$ cat src/hdl/rfkp_pkg.sv
// Shared types, event codes and key code table for the remote key press/hold/repeat block.
package rfkp_pkg;

  typedef logic [1:0] key_id_t;

  typedef enum logic [1:0] {
    EVT_PRESS   = 2'd0,
    EVT_HOLD    = 2'd1,
    EVT_RELEASE = 2'd2
  } event_kind_t;

  typedef enum logic [1:0] {
    CFG_SUSTAIN    = 2'd0,
    CFG_HOLD_START = 2'd1,
    CFG_REPEAT     = 2'd2
  } cfg_index_t;

  localparam int unsigned SUSTAIN_W = 8;
  localparam int unsigned HELD_W    = 10;
  localparam int unsigned REPEAT_W  = 8;
  localparam int unsigned CFG_DATA_W = 10;

  localparam logic [SUSTAIN_W-1:0] SUSTAIN_RESET    = 8'd30;
  localparam logic [HELD_W-1:0]    HOLD_START_RESET = 10'd150;
  localparam logic [REPEAT_W-1:0]  REPEAT_RESET     = 8'd30;

  typedef struct packed {
    logic [SUSTAIN_W-1:0] sustain_ticks;
    logic [HELD_W-1:0]    hold_thresh;
    logic [REPEAT_W-1:0]  repeat_ticks;
  } cfg_t;

  typedef struct packed {
    logic    code_valid;
    logic [7:0] rf_code;
  } tick_t;

  typedef struct packed {
    logic        valid;
    key_id_t     key_id;
    event_kind_t event_kind;
  } result_t;

  typedef struct packed {
    logic    hit;
    key_id_t key;
  } key_map_t;

  // Remote code byte to key; codes outside the table map to no key.
  function automatic key_map_t map_code(input logic [7:0] code);
    key_map_t m;
    m.hit = 1'b1;
    m.key = 2'd0;
    case (code)
      8'h04, 8'h2E: m.key = 2'd0;
      8'h05, 8'h4C: m.key = 2'd1;
      8'h1A, 8'h5B: m.key = 2'd2;
      8'h01, 8'h3D: m.key = 2'd3;
      default:      m.hit = 1'b0;
    endcase
    return m;
  endfunction

endpackage

$ cat src/hdl/rfkp_in_stage.sv
// Input register for tick transactions.
module rfkp_in_stage (
  input  logic           clk,
  input  logic           rst,
  input  logic           in_valid,
  output logic           in_ready,
  input  rfkp_pkg::tick_t tick_in,
  input  logic           advance,
  output logic           held_valid,
  output rfkp_pkg::tick_t tick_held
);
  import rfkp_pkg::*;

  logic   vld;
  tick_t  data;

  assign in_ready   = !vld || advance;
  assign held_valid = vld;
  assign tick_held  = data;

  always_ff @(posedge clk) begin
    if (rst) begin
      vld <= 1'b0;
    end else if (in_ready) begin
      vld <= in_valid;
    end
    if (in_ready && in_valid) begin
      data <= tick_in;
    end
  end

endmodule

$ cat src/hdl/rfkp_tracker.sv
// Key state tracker: press latch, sustain, held time and repeat counters.
module rfkp_tracker (
  input  logic             clk,
  input  logic             rst,
  input  rfkp_pkg::cfg_t   cfg,
  input  logic             step,
  input  rfkp_pkg::tick_t  tick,
  output rfkp_pkg::result_t result
);
  import rfkp_pkg::*;

  logic                 key_active, key_active_next;
  key_id_t              active_key, active_key_next;
  logic [SUSTAIN_W-1:0] sustain_left, sustain_left_next;
  logic [HELD_W-1:0]    held_ticks, held_ticks_next;
  logic [REPEAT_W-1:0]  repeat_count, repeat_count_next;

  key_map_t m;
  logic     mapped, pressed;

  always_comb begin
    m       = map_code(tick.rf_code);
    mapped  = tick.code_valid && m.hit;
    pressed = mapped && !key_active;

    key_active_next   = key_active || mapped;
    active_key_next   = pressed ? m.key : active_key;
    held_ticks_next   = pressed ? '0 : held_ticks;
    repeat_count_next = pressed ? '0 : repeat_count;
    sustain_left_next = mapped ? cfg.sustain_ticks : sustain_left;

    result.valid      = 1'b0;
    result.key_id     = active_key_next;
    result.event_kind = EVT_PRESS;

    if (key_active_next) begin
      if (sustain_left_next != '0) begin
        sustain_left_next = sustain_left_next - 1'b1;
        // Held time stops at the threshold rather than wrapping.
        if (held_ticks_next < cfg.hold_thresh) begin
          held_ticks_next = held_ticks_next + 1'b1;
        end
        if (held_ticks_next >= cfg.hold_thresh) begin
          repeat_count_next = repeat_count_next + 1'b1;
          if (repeat_count_next >= cfg.repeat_ticks) begin
            repeat_count_next = '0;
            result.valid      = 1'b1;
            result.event_kind = EVT_HOLD;
          end
        end
      end else if (!pressed) begin
        key_active_next   = 1'b0;
        held_ticks_next   = '0;
        result.valid      = 1'b1;
        result.event_kind = EVT_RELEASE;
      end
      // A press outranks a hold event in the same tick.
      if (pressed) begin
        result.valid      = 1'b1;
        result.event_kind = EVT_PRESS;
      end
    end
  end

  always_ff @(posedge clk) begin
    if (rst) begin
      key_active   <= 1'b0;
      active_key   <= '0;
      sustain_left <= '0;
      held_ticks   <= '0;
      repeat_count <= '0;
    end else if (step) begin
      key_active   <= key_active_next;
      active_key   <= active_key_next;
      sustain_left <= sustain_left_next;
      held_ticks   <= held_ticks_next;
      repeat_count <= repeat_count_next;
    end
  end

endmodule

$ cat src/hdl/rfkp_out_stage.sv
// Result register holding one event transaction until the receiver takes it.
module rfkp_out_stage (
  input  logic              clk,
  input  logic              rst,
  input  logic              load,
  input  rfkp_pkg::result_t result,
  output logic              out_valid,
  input  logic              out_ready,
  output logic              free,
  output rfkp_pkg::key_id_t key_id,
  output logic [1:0]        event_kind
);
  import rfkp_pkg::*;

  logic        vld;
  key_id_t     key;
  event_kind_t kind;

  assign free       = !vld || out_ready;
  assign out_valid  = vld;
  assign key_id     = key;
  assign event_kind = kind;

  always_ff @(posedge clk) begin
    if (rst) begin
      vld <= 1'b0;
    end else if (load) begin
      vld <= result.valid;
    end else if (out_ready) begin
      vld <= 1'b0;
    end
    if (load && result.valid) begin
      key  <= result.key_id;
      kind <= result.event_kind;
    end
  end

endmodule

$ cat src/hdl/rf_key_press_hold_repeat_top.sv
// Top level of the remote key press, hold-repeat and release detector.
//
// Each input transaction is one 10 ms tick carrying code_valid and the raw
// rf_code byte. Eight code values map to four keys (up, down, on/off, mode).
// At most one event transaction per tick leaves on the output channel:
// press, hold repeat or release, tagged with the latched key. Both channels
// use valid/ready; a transaction moves when both are high.
//
// A tick sits in the input register until the result register is free; the
// tracker then updates its counters and loads the result register, which
// presents its event. Throughput is one tick per cycle while the result
// register is free, set by the combinational counter update between them.
//
// While an event waits on a stalled receiver, the next tick is still taken
// into the input register and waits there; in_ready then stays low until
// the event is taken. Ticks that make no event also need the result
// register free to advance. Reset (rst, synchronous) restores the register
// defaults (sustain 30, hold start 150, repeat 30), clears the key state to
// idle and empties both registers. The user must write configuration through
// cfg_we/cfg_index/cfg_data while the block is idle; it is not enforced.
module rf_key_press_hold_repeat_top (
  input  logic                   clk,
  input  logic                   rst,
  input  logic                   in_valid,
  output logic                   in_ready,
  input  logic                   code_valid,
  input  logic [7:0]             rf_code,
  output logic                   out_valid,
  input  logic                   out_ready,
  output logic [1:0]             key_id,
  output logic [1:0]             event_kind,
  input  logic                   cfg_we,
  input  logic [1:0]             cfg_index,
  input  logic [rfkp_pkg::CFG_DATA_W-1:0] cfg_data
);
  import rfkp_pkg::*;

  cfg_t    cfg;
  tick_t   tick_in, tick_held;
  logic    held_valid, out_free, advance;
  result_t result;

  // Configuration registers; writes to an unused index are dropped.
  always_ff @(posedge clk) begin
    if (rst) begin
      cfg.sustain_ticks <= SUSTAIN_RESET;
      cfg.hold_thresh   <= HOLD_START_RESET;
      cfg.repeat_ticks  <= REPEAT_RESET;
    end else if (cfg_we) begin
      case (cfg_index_t'(cfg_index))
        CFG_SUSTAIN:    cfg.sustain_ticks <= cfg_data[SUSTAIN_W-1:0];
        CFG_HOLD_START: cfg.hold_thresh   <= cfg_data[HELD_W-1:0];
        CFG_REPEAT:     cfg.repeat_ticks  <= cfg_data[REPEAT_W-1:0];
        default: ;
      endcase
    end
  end

  assign tick_in.code_valid = code_valid;
  assign tick_in.rf_code    = rf_code;

  // A held tick is processed when the result register can take its outcome.
  assign advance = held_valid && out_free;

  rfkp_in_stage u_in (
    .clk        (clk),
    .rst        (rst),
    .in_valid   (in_valid),
    .in_ready   (in_ready),
    .tick_in    (tick_in),
    .advance    (advance),
    .held_valid (held_valid),
    .tick_held  (tick_held)
  );

  rfkp_tracker u_trk (
    .clk    (clk),
    .rst    (rst),
    .cfg    (cfg),
    .step   (advance),
    .tick   (tick_held),
    .result (result)
  );

  rfkp_out_stage u_out (
    .clk        (clk),
    .rst        (rst),
    .load       (advance),
    .result     (result),
    .out_valid  (out_valid),
    .out_ready  (out_ready),
    .free       (out_free),
    .key_id     (key_id),
    .event_kind (event_kind)
  );

endmodule
$ cat config.mk
export PLATFORM = sky130hd
export DESIGN_NAME = rf_key_press_hold_repeat_top
export DESIGN_NICKNAME = d
export VERILOG_FILES = /design/src/hdl/rfkp_pkg.sv /design/src/hdl/rfkp_in_stage.sv /design/src/hdl/rfkp_tracker.sv /design/src/hdl/rfkp_out_stage.sv /design/src/hdl/rf_key_press_hold_repeat_top.sv
export SDC_FILE = /design/constraint.sdc
export NUM_CORES = 1
export LEC_CHECK = 0
export BUFFER_PORTS_ARGS = -buffer_cell sky130_fd_sc_hd__clkbuf_2
export CORE_MARGIN = 10
export CORE_UTILIZATION = 25
export DETAILED_ROUTE_END_ITERATION = 8
export PLACE_DENSITY = 0.48
export SYNTH_ARGS = -nofsm -noshare
export SYNTH_HDL_FRONTEND = slang
export SYNTH_SLANG_ARGS = --single-unit
$ cat constraint.sdc
create_clock -name clk -period 6.5 [get_ports clk]
set_clock_uncertainty 0.2 [all_clocks]
set_input_delay 0.65 -clock clk [delete_from_list [all_inputs] [get_ports clk]]
set_output_delay 0.65 -clock clk [all_outputs]
set_load 0.05 [all_outputs]
==> flow_metrics.env, run 1 <==
export IMPL_status="finished, final reports clean"
export IMPL_min_path_type="flip-flop to flip-flop"
export IMPL_reg2regPathDepth=25
export IMPL_synth_most_common_cell="dfxtp_1"
export IMPL_relSlewSlack_pct=28.6
export IMPL_grt_pass1_vias=3478
export IMPL_timing_rr_start="u_in.tick_held[6]$_DFFE_PP_"
export IMPL_portBuffers=31
export IMPL_synth_top_area_share_pct=25.9
export IMPL_finalCritPeriodShare_pct=91.6
export IMPL_initial_core_util_pct=25.5
export IMPL_diodes=0
export IMPL_rsz0062_at_grt="no"
export IMPL_wl_microns=11600
export IMPL_synth_ff_type="dfxtp_1"
export IMPL_grt_antenna_before_repair=0
export IMPL_post_route_drc_count=0
export IMPL_die_w_microns=153
export IMPL_ys_seq_elements=70
export IMPL_dieArea_sq_um=23400
export IMPL_synthTopCellsByArea="dfxtp_1 26%, edfxtp_1 8.8%, ha_1 7.9%"
export IMPL_cts_resized=0
export IMPL_timing_fmax_mhz=168
export IMPL_avgSynthCellArea_sq_um=8.75
export IMPL_numCtsBuffers=9
export IMPL_holdBufCountCts=0
export IMPL_h_tree_depth=3
export IMPL_vdd_drop_max_mv=0.0920
export IMPL_cap_violations=0
export IMPL_synthCells=504
export IMPL_p_leak_nw=2.16
export IMPL_synth_area_leader_cell="dfxtp_1"
export IMPL_gp_congestion=0.861
export IMPL_crit_type="flip-flop to flip-flop"
export IMPL_end_kind="flip-flop"
export IMPL_grtUsageTotal_pct=9.71
export IMPL_crit_fanout=18
export IMPL_synthTopCellsByCount="57 x dfxtp_1, 51 x nand2_1, 45 x nor2_1"
export IMPL_post_cts_buffers=0
export IMPL_tightest_slew_ns=1.04
export IMPL_synth_fp_nets=558
export IMPL_drive_above_1_share_pct=13.8
export IMPL_clk_insertion_delay_late_ns=0.34
export IMPL_r2r_end="u_trk.repeat_count[1]$_SDFFE_PP0P_"
export IMPL_worst_ep_required_time_ns=6.58
export IMPL_netlist_area_sq_um=4410
export IMPL_wl_per_cell_microns=15.3
export IMPL_power_density_nw_per_um2=213
export IMPL_path_clk_slew_ns=0.06
export IMPL_pin_count=32
export IMPL_rows=48
export IMPL_placedInstanceArea_sq_um=4760
export IMPL_drt_first_pass_iters=5
export IMPL_ys_warn_count=0
export IMPL_async_reset_ff_share_pct=0
export IMPL_final_area_sq_um=5090
export IMPL_setup_violations=0
export IMPL_cts_sinks=70
export IMPL_ant_nets=0
export IMPL_crit_arrival_ns=6.04
export IMPL_core_area_sq_um=17300
export IMPL_ys_seq_area_share_pct=34.7
export IMPL_hold_start="cfg[13]$_SDFFE_PP0P_"
export IMPL_gr_total_overflow=0
export IMPL_clockBufferDepth=2
export IMPL_worstHoldPathCells=2
export IMPL_via_per_inst=4.92
export IMPL_syn_to_final_growth_pct=15.5
export IMPL_fp_dieH_microns=153
export IMPL_tritoncts="built"
export IMPL_crit_path_start_kind="flip-flop"
export IMPL_hold_end="cfg[13]$_SDFFE_PP0P_"
export IMPL_hold_violations=0
export IMPL_vias=3717
export IMPL_synth_edf_count=13
export IMPL_grt_pass1_wl_microns=18500
export IMPL_finalWorstPathRequiredPeriod_ns=5.95
export IMPL_drv_slew=0
export IMPL_first_iter_violations=231
export IMPL_setup_tns_ns=0
export IMPL_yosysUniqueCellTypes=76
export IMPL_final_nets=579
export IMPL_cts_root_buf="clkbuf_16"
export IMPL_hpwl_microns=8750
export IMPL_grt_max_degree=44
export IMPL_regToRegSetupSlack_ns=0.55
state kept, by name, indices dropped and copies added (netlist names):
signal              cells
u_out.event_kind        2
u_trk.sustain_left      8
u_trk.active_key        2
u_in.tick_held          9
u_trk.repeat_count      8
u_out.out_valid         1
cfg                    26
u_trk.key_active        1
u_trk.held_ticks       10
u_in.held_valid         1
u_out.key_id            2
report_power, final:
part | leakage (nW) | internal, W | switching [W]
Clock | 0.165 | 0.000359 | 0.000196
Sequential | 0.584 | 0.000453 | 0.00000957
Combinational | 1.41 | 0.0000266 | 0.0000401
stage by stage:
step | total power [W] | utilization, % | std cells | hold WS (ns) | worst slack, ns
floorplan | 0.000514 | - | 504 | 0.234 | 1.02
global placement | 0.000537 | 27.5 | 739 | 0.246 | 0.785
detailed placement | 0.000539 | 27.5 | 739 | 0.251 | 0.559
CTS | 0.00110 | 29.5 | 755 | 0.258 | 0.545
global route | 0.00113 | 29.5 | 755 | 0.267 | 0.0579
finish | 0.00108 | 29.5 | 755 | 0.256 | 0.546
cell families after synthesis:
family / after synthesis / synth area share (%)
adder cells (fa/ha/maj): 28 / 7.94
AND/OR/NAND/NOR: 202 / 25.1
AO/OA/AOI/OAI: 116 / 19.1
flip-flops: 70 / 34.7
XOR/XNOR: 20 / 3.97
buffers and inverters: 49 / 4.79
multiplexers: 19 / 4.34
cell type report:
cell class	instances	area, sq um
sequential	70	1530
fill	1866	12200
timing repair buffer	35	185
clock buffer	11	254
tap	225	282
multi-input combinational	385	2670
inverter	24	90.1
clock inverter	5	78.8
cell usage in the layout, fill, tap and decap left out, types with 13 or more instances in the layout:
master / synthesis / routed
dfxtp_1: 57 / 57
nand2_1: 51 / 51
nor2_1: 45 / 45
clkbuf_2: 0 / 31
ha_1: 28 / 28
inv_1: 22 / 22
a21oi_1: 22 / 22
mux2i_1: 18 / 18
nand3_1: 15 / 15
and2_1: 13 / 13
edfxtp_1: 13 / 13
critical path: stages, from the launching register on:
cell and delay, ns:
edfxtp_1 0.51, and3b_1 0.28, a21oi_2 0.04, o21ai_2 0.33, o211ai_2 0.16, buf_4 0.21, and2_1 0.20, ha_1 0.29
a21o_1 0.18, a21o_1 0.17, a221oi_1 0.35, nand2_1 0.08, a41oi_1 0.22, o211ai_2 0.16, nand2_2 0.30, xnor2_1 0.21
ha_1 0.27, nand2b_1 0.14, a21o_1 0.17, a21oi_1 0.14, o21ai_0 0.12, a31o_2 0.30, nand2_4 0.10, a21oi_1 0.08
nor2_1 0.45, a22o_1 0.23
layer usage:
metal	wire, microns	track usage (%)	part of all wire [%]
met1	5330	12.0	46
met2	5590	15.9	48
met3	414	2.30	3.6
met4	225	3.72	1.9
met5	0	0	0
worst max-delay path by stage:
stage                                         end                         from  depth (start not counted)
4_1_cts        u_trk.repeat_count[4]$_SDFFE_PP0P_  u_in.tick_held[6]$_DFFE_PP_                         24
6_report       u_trk.repeat_count[1]$_SDFFE_PP0P_  u_in.tick_held[6]$_DFFE_PP_                         25
2_1_floorplan  u_trk.repeat_count[2]$_SDFFE_PP0P_  u_in.tick_held[5]$_DFFE_PP_                         26
3_3_place_gp   u_trk.repeat_count[6]$_SDFFE_PP0P_  u_in.tick_held[6]$_DFFE_PP_                         24
3_5_place_dp   u_trk.repeat_count[3]$_SDFFE_PP0P_  u_in.tick_held[6]$_DFFE_PP_                         24
5_1_grt        u_trk.repeat_count[1]$_SDFFE_PP0P_  u_in.tick_held[6]$_DFFE_PP_                         26
(Power assumes the default switching activity.)
==> inputs of run 2 (changes only) <==
==> constraint.sdc (replaced) <==
create_clock -name clk -period 7.5 [get_ports clk]
set_clock_uncertainty 0.2 [all_clocks]
set_input_delay 0.75 -clock clk [delete_from_list [all_inputs] [get_ports clk]]
set_output_delay 0.75 -clock clk [all_outputs]
set_load 0.05 [all_outputs]
==> flow_metrics.env, run 2 (same netlist as run 1, synthesis figures left out) <==
export IMPL_path_clk_slew_ns=0.06
export IMPL_grt_pass1_wl_microns=19000
export IMPL_worstHoldPathCells=2
export IMPL_grtUsageTotal_pct=9.86
export IMPL_drive_above_1_share_pct=13.1
export IMPL_path_common_cell="a21o_1"
export IMPL_crit_fanout=24
export IMPL_hold_end="cfg[16]$_SDFFE_PP0P_"
export IMPL_portBuffers=31
export IMPL_worstSetupStartpoint="u_in.tick_held[6]$_DFFE_PP_"
export IMPL_cts_sinks=70
export IMPL_initial_core_util_pct=25.5
export IMPL_multiInputGateArea_sq_um=2670
export IMPL_fin_ws_ns=1.53
export IMPL_pin_count=32
export IMPL_rsz0062_at_grt="no"
export IMPL_final_cell_mix="57 x dfxtp_1, 51 x nand2_1, 45 x nor2_1"
export IMPL_crit_arrival_ns=6.05
export IMPL_vdd_drop_max_mv=0.0932
export IMPL_final_nets=576
export IMPL_post_cts_buffers=0
export IMPL_placedInstanceArea_sq_um=4740
export IMPL_place_ws_ns=1.57
export IMPL_syn_to_final_growth_pct=15.3
export IMPL_wl_microns=11700
export IMPL_first_iter_violations=175
export IMPL_relSlewSlack_pct=18.3
export IMPL_crit_chain="and3b_1 -> a21oi_2 -> o21ai_2 -> o211ai_2 -> buf_4 -> and2_1 -> ha_1 -> a21o_1 -> a21o_1 -> a221oi_1 -> nand2_1 -> a41oi_1 -> o211ai_2 -> nand2_2 -> mux2_1 -> ha_1 -> a21o_1 -> a21oi_1 -> o21ai_0 -> a31o_2 -> nand2_4 -> a21oi_1 -> nor2_1 -> a22o_1"
export IMPL_finalCritPeriodShare_pct=79.6
export IMPL_top_register="cfg"
export IMPL_gp_congestion=0.807
export IMPL_ant_nets=0
export IMPL_tightest_slew_ns=1.19
export IMPL_cts_root_buf="clkbuf_16"
export IMPL_mostFrequentLayoutCell="dfxtp_1"
export IMPL_regToRegSetupSlack_ns=1.53
export IMPL_crit_path_start_kind="flip-flop"
export IMPL_crit_type="flip-flop to flip-flop"
export IMPL_whs_ns=0.255
export IMPL_core_area_sq_um=17300
export IMPL_hold_start="cfg[16]$_SDFFE_PP0P_"
export IMPL_via_per_inst=4.93
export IMPL_grt_pass1_vias=3612
export IMPL_drt_first_pass_iters=4
export IMPL_p_leak_nw=2.15
export IMPL_holdBufCountCts=0
export IMPL_numCtsBuffers=9
export IMPL_drv_slew=0
export IMPL_finalWorstPathRequiredPeriod_ns=5.97
export IMPL_clockBufferDepth=2
export IMPL_dieArea_sq_um=23400
export IMPL_cts_resized=0
export IMPL_status="finished, final reports clean"
export IMPL_final_area_sq_um=5080
export IMPL_die_w_microns=153
export IMPL_cpPeakStageDelay_ns=0.50
export IMPL_wl_per_cell_microns=15.6
export IMPL_end_kind="flip-flop"
export IMPL_hold_violations=0
export IMPL_r2r_end="u_trk.repeat_count[7]$_SDFFE_PP0P_"
export IMPL_clk_insertion_delay_late_ns=0.34
export IMPL_post_route_drc_count=0
export IMPL_critPathSlowestCell="edfxtp_1"
export IMPL_hpwl_microns=8790
export IMPL_timing_rr_start="u_in.tick_held[6]$_DFFE_PP_"
export IMPL_final_core_util_pct=29.4
export IMPL_h_tree_depth=3
export IMPL_setup_violations=0
export IMPL_cap_violations=0
export IMPL_reg2regPathDepth=24
export IMPL_setup_tns_ns=0
export IMPL_timing_fmax_mhz=168
export IMPL_power_density_nw_per_um2=187
export IMPL_vias=3705
export IMPL_gr_total_overflow=0
export IMPL_fp_dieH_microns=153
export IMPL_diodes=0
export IMPL_min_path_type="flip-flop to flip-flop"
export IMPL_regArea_sq_um=1530
export IMPL_largest_reg_flops=26
export IMPL_n_fill_cell=1880
export IMPL_grt_antenna_before_repair=0
export IMPL_tritoncts="built"
export IMPL_grt_max_degree=44
export IMPL_rows=48
export IMPL_worst_ep_required_time_ns=7.58
[run 2: cell count changes in the layout (fill, tap and decap cells not counted)]
cell and change:
inv_6 -1, buf_4 -3, clkinv_2 -2, clkbuf_8 +2, clkbuf_1 +1
[run 2: where the power goes]
part / total [W] / switching [W] / internal, W
sequential: 0.000401 / 0.00000876 / 0.000392
clock: 0.000492 / 0.000162 / 0.000330
combinational: 0.0000575 / 0.0000349 / 0.0000226
[run 2: worst max-delay path by stage]
| stage | endpoint |
|---|---|
| 2_1_floorplan | u_trk.repeat_count[2]$_SDFFE_PP0P_ |
| 3_3_place_gp | u_trk.repeat_count[7]$_SDFFE_PP0P_ |
| 3_5_place_dp | u_trk.repeat_count[7]$_SDFFE_PP0P_ |
| 4_1_cts | u_trk.repeat_count[7]$_SDFFE_PP0P_ |
| 5_1_grt | u_trk.repeat_count[4]$_SDFFE_PP0P_ |
| 6_report | u_trk.repeat_count[7]$_SDFFE_PP0P_ |
[run 2: routing by layer]
metal | global-route usage (%) | up-vias | wire (microns)
met2 | 16.9 | 41 | 5750
li1 | - | 1861 | -
met3 | 2.13 | 15 | 355
met4 | 3.27 | 0 | 154
met5 | 0 | - | 0
met1 | 11.9 | 1788 | 5440
[run 2: through the flow]
step                      instances  total power, W
after CTS                       752        0.000960
after detailed placement        736        0.000467
after global routing            752        0.000984
after floorplan                 504        0.000445
final                           752        0.000951
after global placement          736        0.000466
[run 2: cell type report]
class / count / share of cell area, %
Inverter: 24 / 1.77
Clock buffer: 14 / 5.61
Timing Repair Buffer: 32 / 3.20
Clock inverter: 2 / 1.18
Multi-Input combinational cell: 385 / 52.6
Sequential cell: 70 / 30.1
Tap cell: 225 / 5.54
[run 2: critical path: cells and delay by family (launching register included)]
family                   cells  cell delay [ns]
AND/OR/NAND/NOR              6             1.44
adder cells (fa/ha/maj)      2             0.58
flip-flops                   1             0.50
multiplexers                 1             0.38
AO/OA/AOI/OAI               14             2.55
buffers and inverters        1             0.23
==> inputs of run 3 (changes only) <==
--- a/config.mk
+++ b/config.mk
@@ -9,7 +9,7 @@
 export CORE_MARGIN = 10
 export CORE_UTILIZATION = 25
 export DETAILED_ROUTE_END_ITERATION = 8
-export PLACE_DENSITY = 0.48
+export PLACE_DENSITY = 0.49
 export SYNTH_ARGS = -nofsm -noshare
 export SYNTH_HDL_FRONTEND = slang
 export SYNTH_SLANG_ARGS = --single-unit
==> constraint.sdc (replaced) <==
create_clock -name clk -period 5.33 [get_ports clk]
set_clock_uncertainty 0.2 [all_clocks]
set_input_delay 0.533 -clock clk [delete_from_list [all_inputs] [get_ports clk]]
set_output_delay 0.533 -clock clk [all_outputs]
set_load 0.05 [all_outputs]
==> flow_metrics.env, run 3 (same netlist as run 1, synthesis figures left out) <==
export IMPL_status="finished, final reports clean"
export IMPL_tritoncts="built"
export IMPL_grtUsageTotal_pct=9.79
export IMPL_rsz0062_at_grt="yes"
export IMPL_grt_pass1_vias=3475
export IMPL_path_clk_slew_ns=0.06
export IMPL_portBuffers=31
export IMPL_top_layer="met4"
export IMPL_final_cell_mix="57 x dfxtp_1, 50 x nand2_1, 44 x nor2_1"
export IMPL_place_ws_ns=-0.0336
export IMPL_n_fill_cell=1806
export IMPL_gp_congestion=0.837
export IMPL_total_power_w=0.00135
export IMPL_wl_met1_microns=5490
export IMPL_finalCritPeriodShare_pct=96.8
export IMPL_critPathBufInv=4
export IMPL_dieArea_sq_um=23400
export IMPL_fin_ws_ns=0.172
export IMPL_top_register="cfg"
export IMPL_grt_pass1_wl_microns=18700
export IMPL_diodes=0
export IMPL_cts_sinks=70
export IMPL_vias=3753
export IMPL_crit_type="flip-flop to flip-flop"
export IMPL_finalWorstPathRequiredPeriod_ns=5.16
export IMPL_grt_antenna_before_repair=0
export IMPL_worst_ep_required_time_ns=5.42
export IMPL_clk_insertion_delay_late_ns=0.35
export IMPL_reg2regPathDepth=25
export IMPL_wl_microns=12000
export IMPL_cp_endpoint="u_trk.repeat_count[2]$_SDFFE_PP0P_"
export IMPL_post_route_drc_count=0
export IMPL_vdd_drop_max_mv=0.161
export IMPL_drive_above_1_share_pct=22.9
export IMPL_hpwl_microns=8720
export IMPL_fp_dieH_microns=153
export IMPL_p_leak_nw=2.34
export IMPL_worstSetupStartpoint="u_in.tick_held[7]$_DFFE_PP_"
export IMPL_min_path_type="input port to flip-flop"
export IMPL_cpPeakStageDelay_ns=0.48
export IMPL_regToRegSetupSlack_ns=0.17
export IMPL_die_w_microns=153
export IMPL_via_per_inst=4.82
export IMPL_h_tree_depth=3
export IMPL_syn_to_final_growth_pct=24.2
export IMPL_setup_violations=0
export IMPL_met2_wirelength_microns=6110
export IMPL_gr_total_overflow=0
export IMPL_relSlewSlack_pct=30.1
export IMPL_crit_path_start_kind="flip-flop"
export IMPL_cts_root_buf="clkbuf_16"
export IMPL_first_iter_violations=190
export IMPL_fin_cells=779
export IMPL_power_density_nw_per_um2=247
export IMPL_drt_first_pass_iters=4
export IMPL_wl_per_cell_microns=15.5
export IMPL_core_area_sq_um=17300
export IMPL_final_nets=603
export IMPL_tightest_slew_ns=1.02
export IMPL_drv_slew=0
export IMPL_rows=48
export IMPL_numCtsBuffers=9
export IMPL_dp_cells=747
export IMPL_timing_fmax_mhz=194
export IMPL_hold_violations=0
export IMPL_clockBufferDepth=2
export IMPL_cap_violations=0
export IMPL_crit_fanout=6
export IMPL_timing_rr_start="u_in.tick_held[7]$_DFFE_PP_"
export IMPL_mostFrequentLayoutCell="dfxtp_1"
export IMPL_critPathSlowestCell="edfxtp_1"
export IMPL_path_delay_family="simple AND/OR/NAND/NOR gates"
export IMPL_r2r_end="u_trk.repeat_count[2]$_SDFFE_PP0P_"
export IMPL_ant_nets=0
export IMPL_met3WireLength_microns=323
export IMPL_initial_core_util_pct=25.5
export IMPL_grt_max_degree=44
export IMPL_setup_tns_ns=0
export IMPL_end_kind="flip-flop"
export IMPL_crit_arrival_ns=5.25
export IMPL_largest_reg_flops=26
export IMPL_cp_num_cells=25
export IMPL_pin_count=32
[run 3: cell types whose count changed in the layout (fill, tap and decap cells not counted), moves of 4 or more]
cell	delta
xnor2_1	-4
ha_1	-4
xnor2_2	+4
buf_4	+24
[run 3: timing repair]
action	in CTS	in global routing
gates resized for setup	4	36
hold endpoints to repair	0	0
hold buffers	0	0
endpoints found under the setup margin	8	14
cloned	0	0
setup buffers	2	14
pin swaps	0	21
[run 3: worst min path at each step]
stage / startpoint / to / slack (ns) / cells past startpoint
after floorplan: u_trk.held_ticks[9]$_SDFFE_PP0P_ / u_trk.held_ticks[9]$_SDFFE_PP0P_ / 0.23 / 1
after global placement: cfg[14]$_SDFFE_PP0P_ / cfg[14]$_SDFFE_PP0P_ / 0.25 / 2
after detailed placement: cfg[13]$_SDFFE_PP0P_ / cfg[13]$_SDFFE_PP0P_ / 0.25 / 2
after CTS: rf_code[7] / u_in.tick_held[7]$_DFFE_PP_ / 0.15 / 1
after global routing: code_valid / u_in.tick_held[8]$_DFFE_PP_ / 0.15 / 1
final: rf_code[7] / u_in.tick_held[7]$_DFFE_PP_ / 0.16 / 1
[run 3: power by group]
part	total (W)	leakage, nW	switching (W)	internal (W)
combinational	0.0000905	1.59	0.0000521	0.0000384
clock	0.000697	0.167	0.000240	0.000457
sequential	0.000565	0.584	0.0000131	0.000552
[run 3: area by class of cell]
class                      count  area, sq um  area share [%]
inverter                      24         90.1            1.64
clock buffer                  10          229            4.18
clock inverter                 6          110            2.01
timing repair buffer          59          377            6.88
tap                          225          282            5.14
multi-input combinational    385         2860            52.2
sequential                    70         1530            28.0
[run 3: metal layers]
layer / vias up / global-route usage (%)
met3: 10 / 2.27
met4: 0 / 3.41
met1: 1790 / 11.9
li1: 1910 / -
met5: - / 0
met2: 43 / 16.5
[run 3: stage by stage]
stage	hold WS [ns]	utilization (%)	area, sq um
final	0.164	31.7	5480
after floorplan	0.234	-	4440
after detailed placement	0.252	27.9	4830
after global placement	0.246	27.9	4830
after global routing	0.152	31.7	5480
after CTS	0.151	30.1	5200
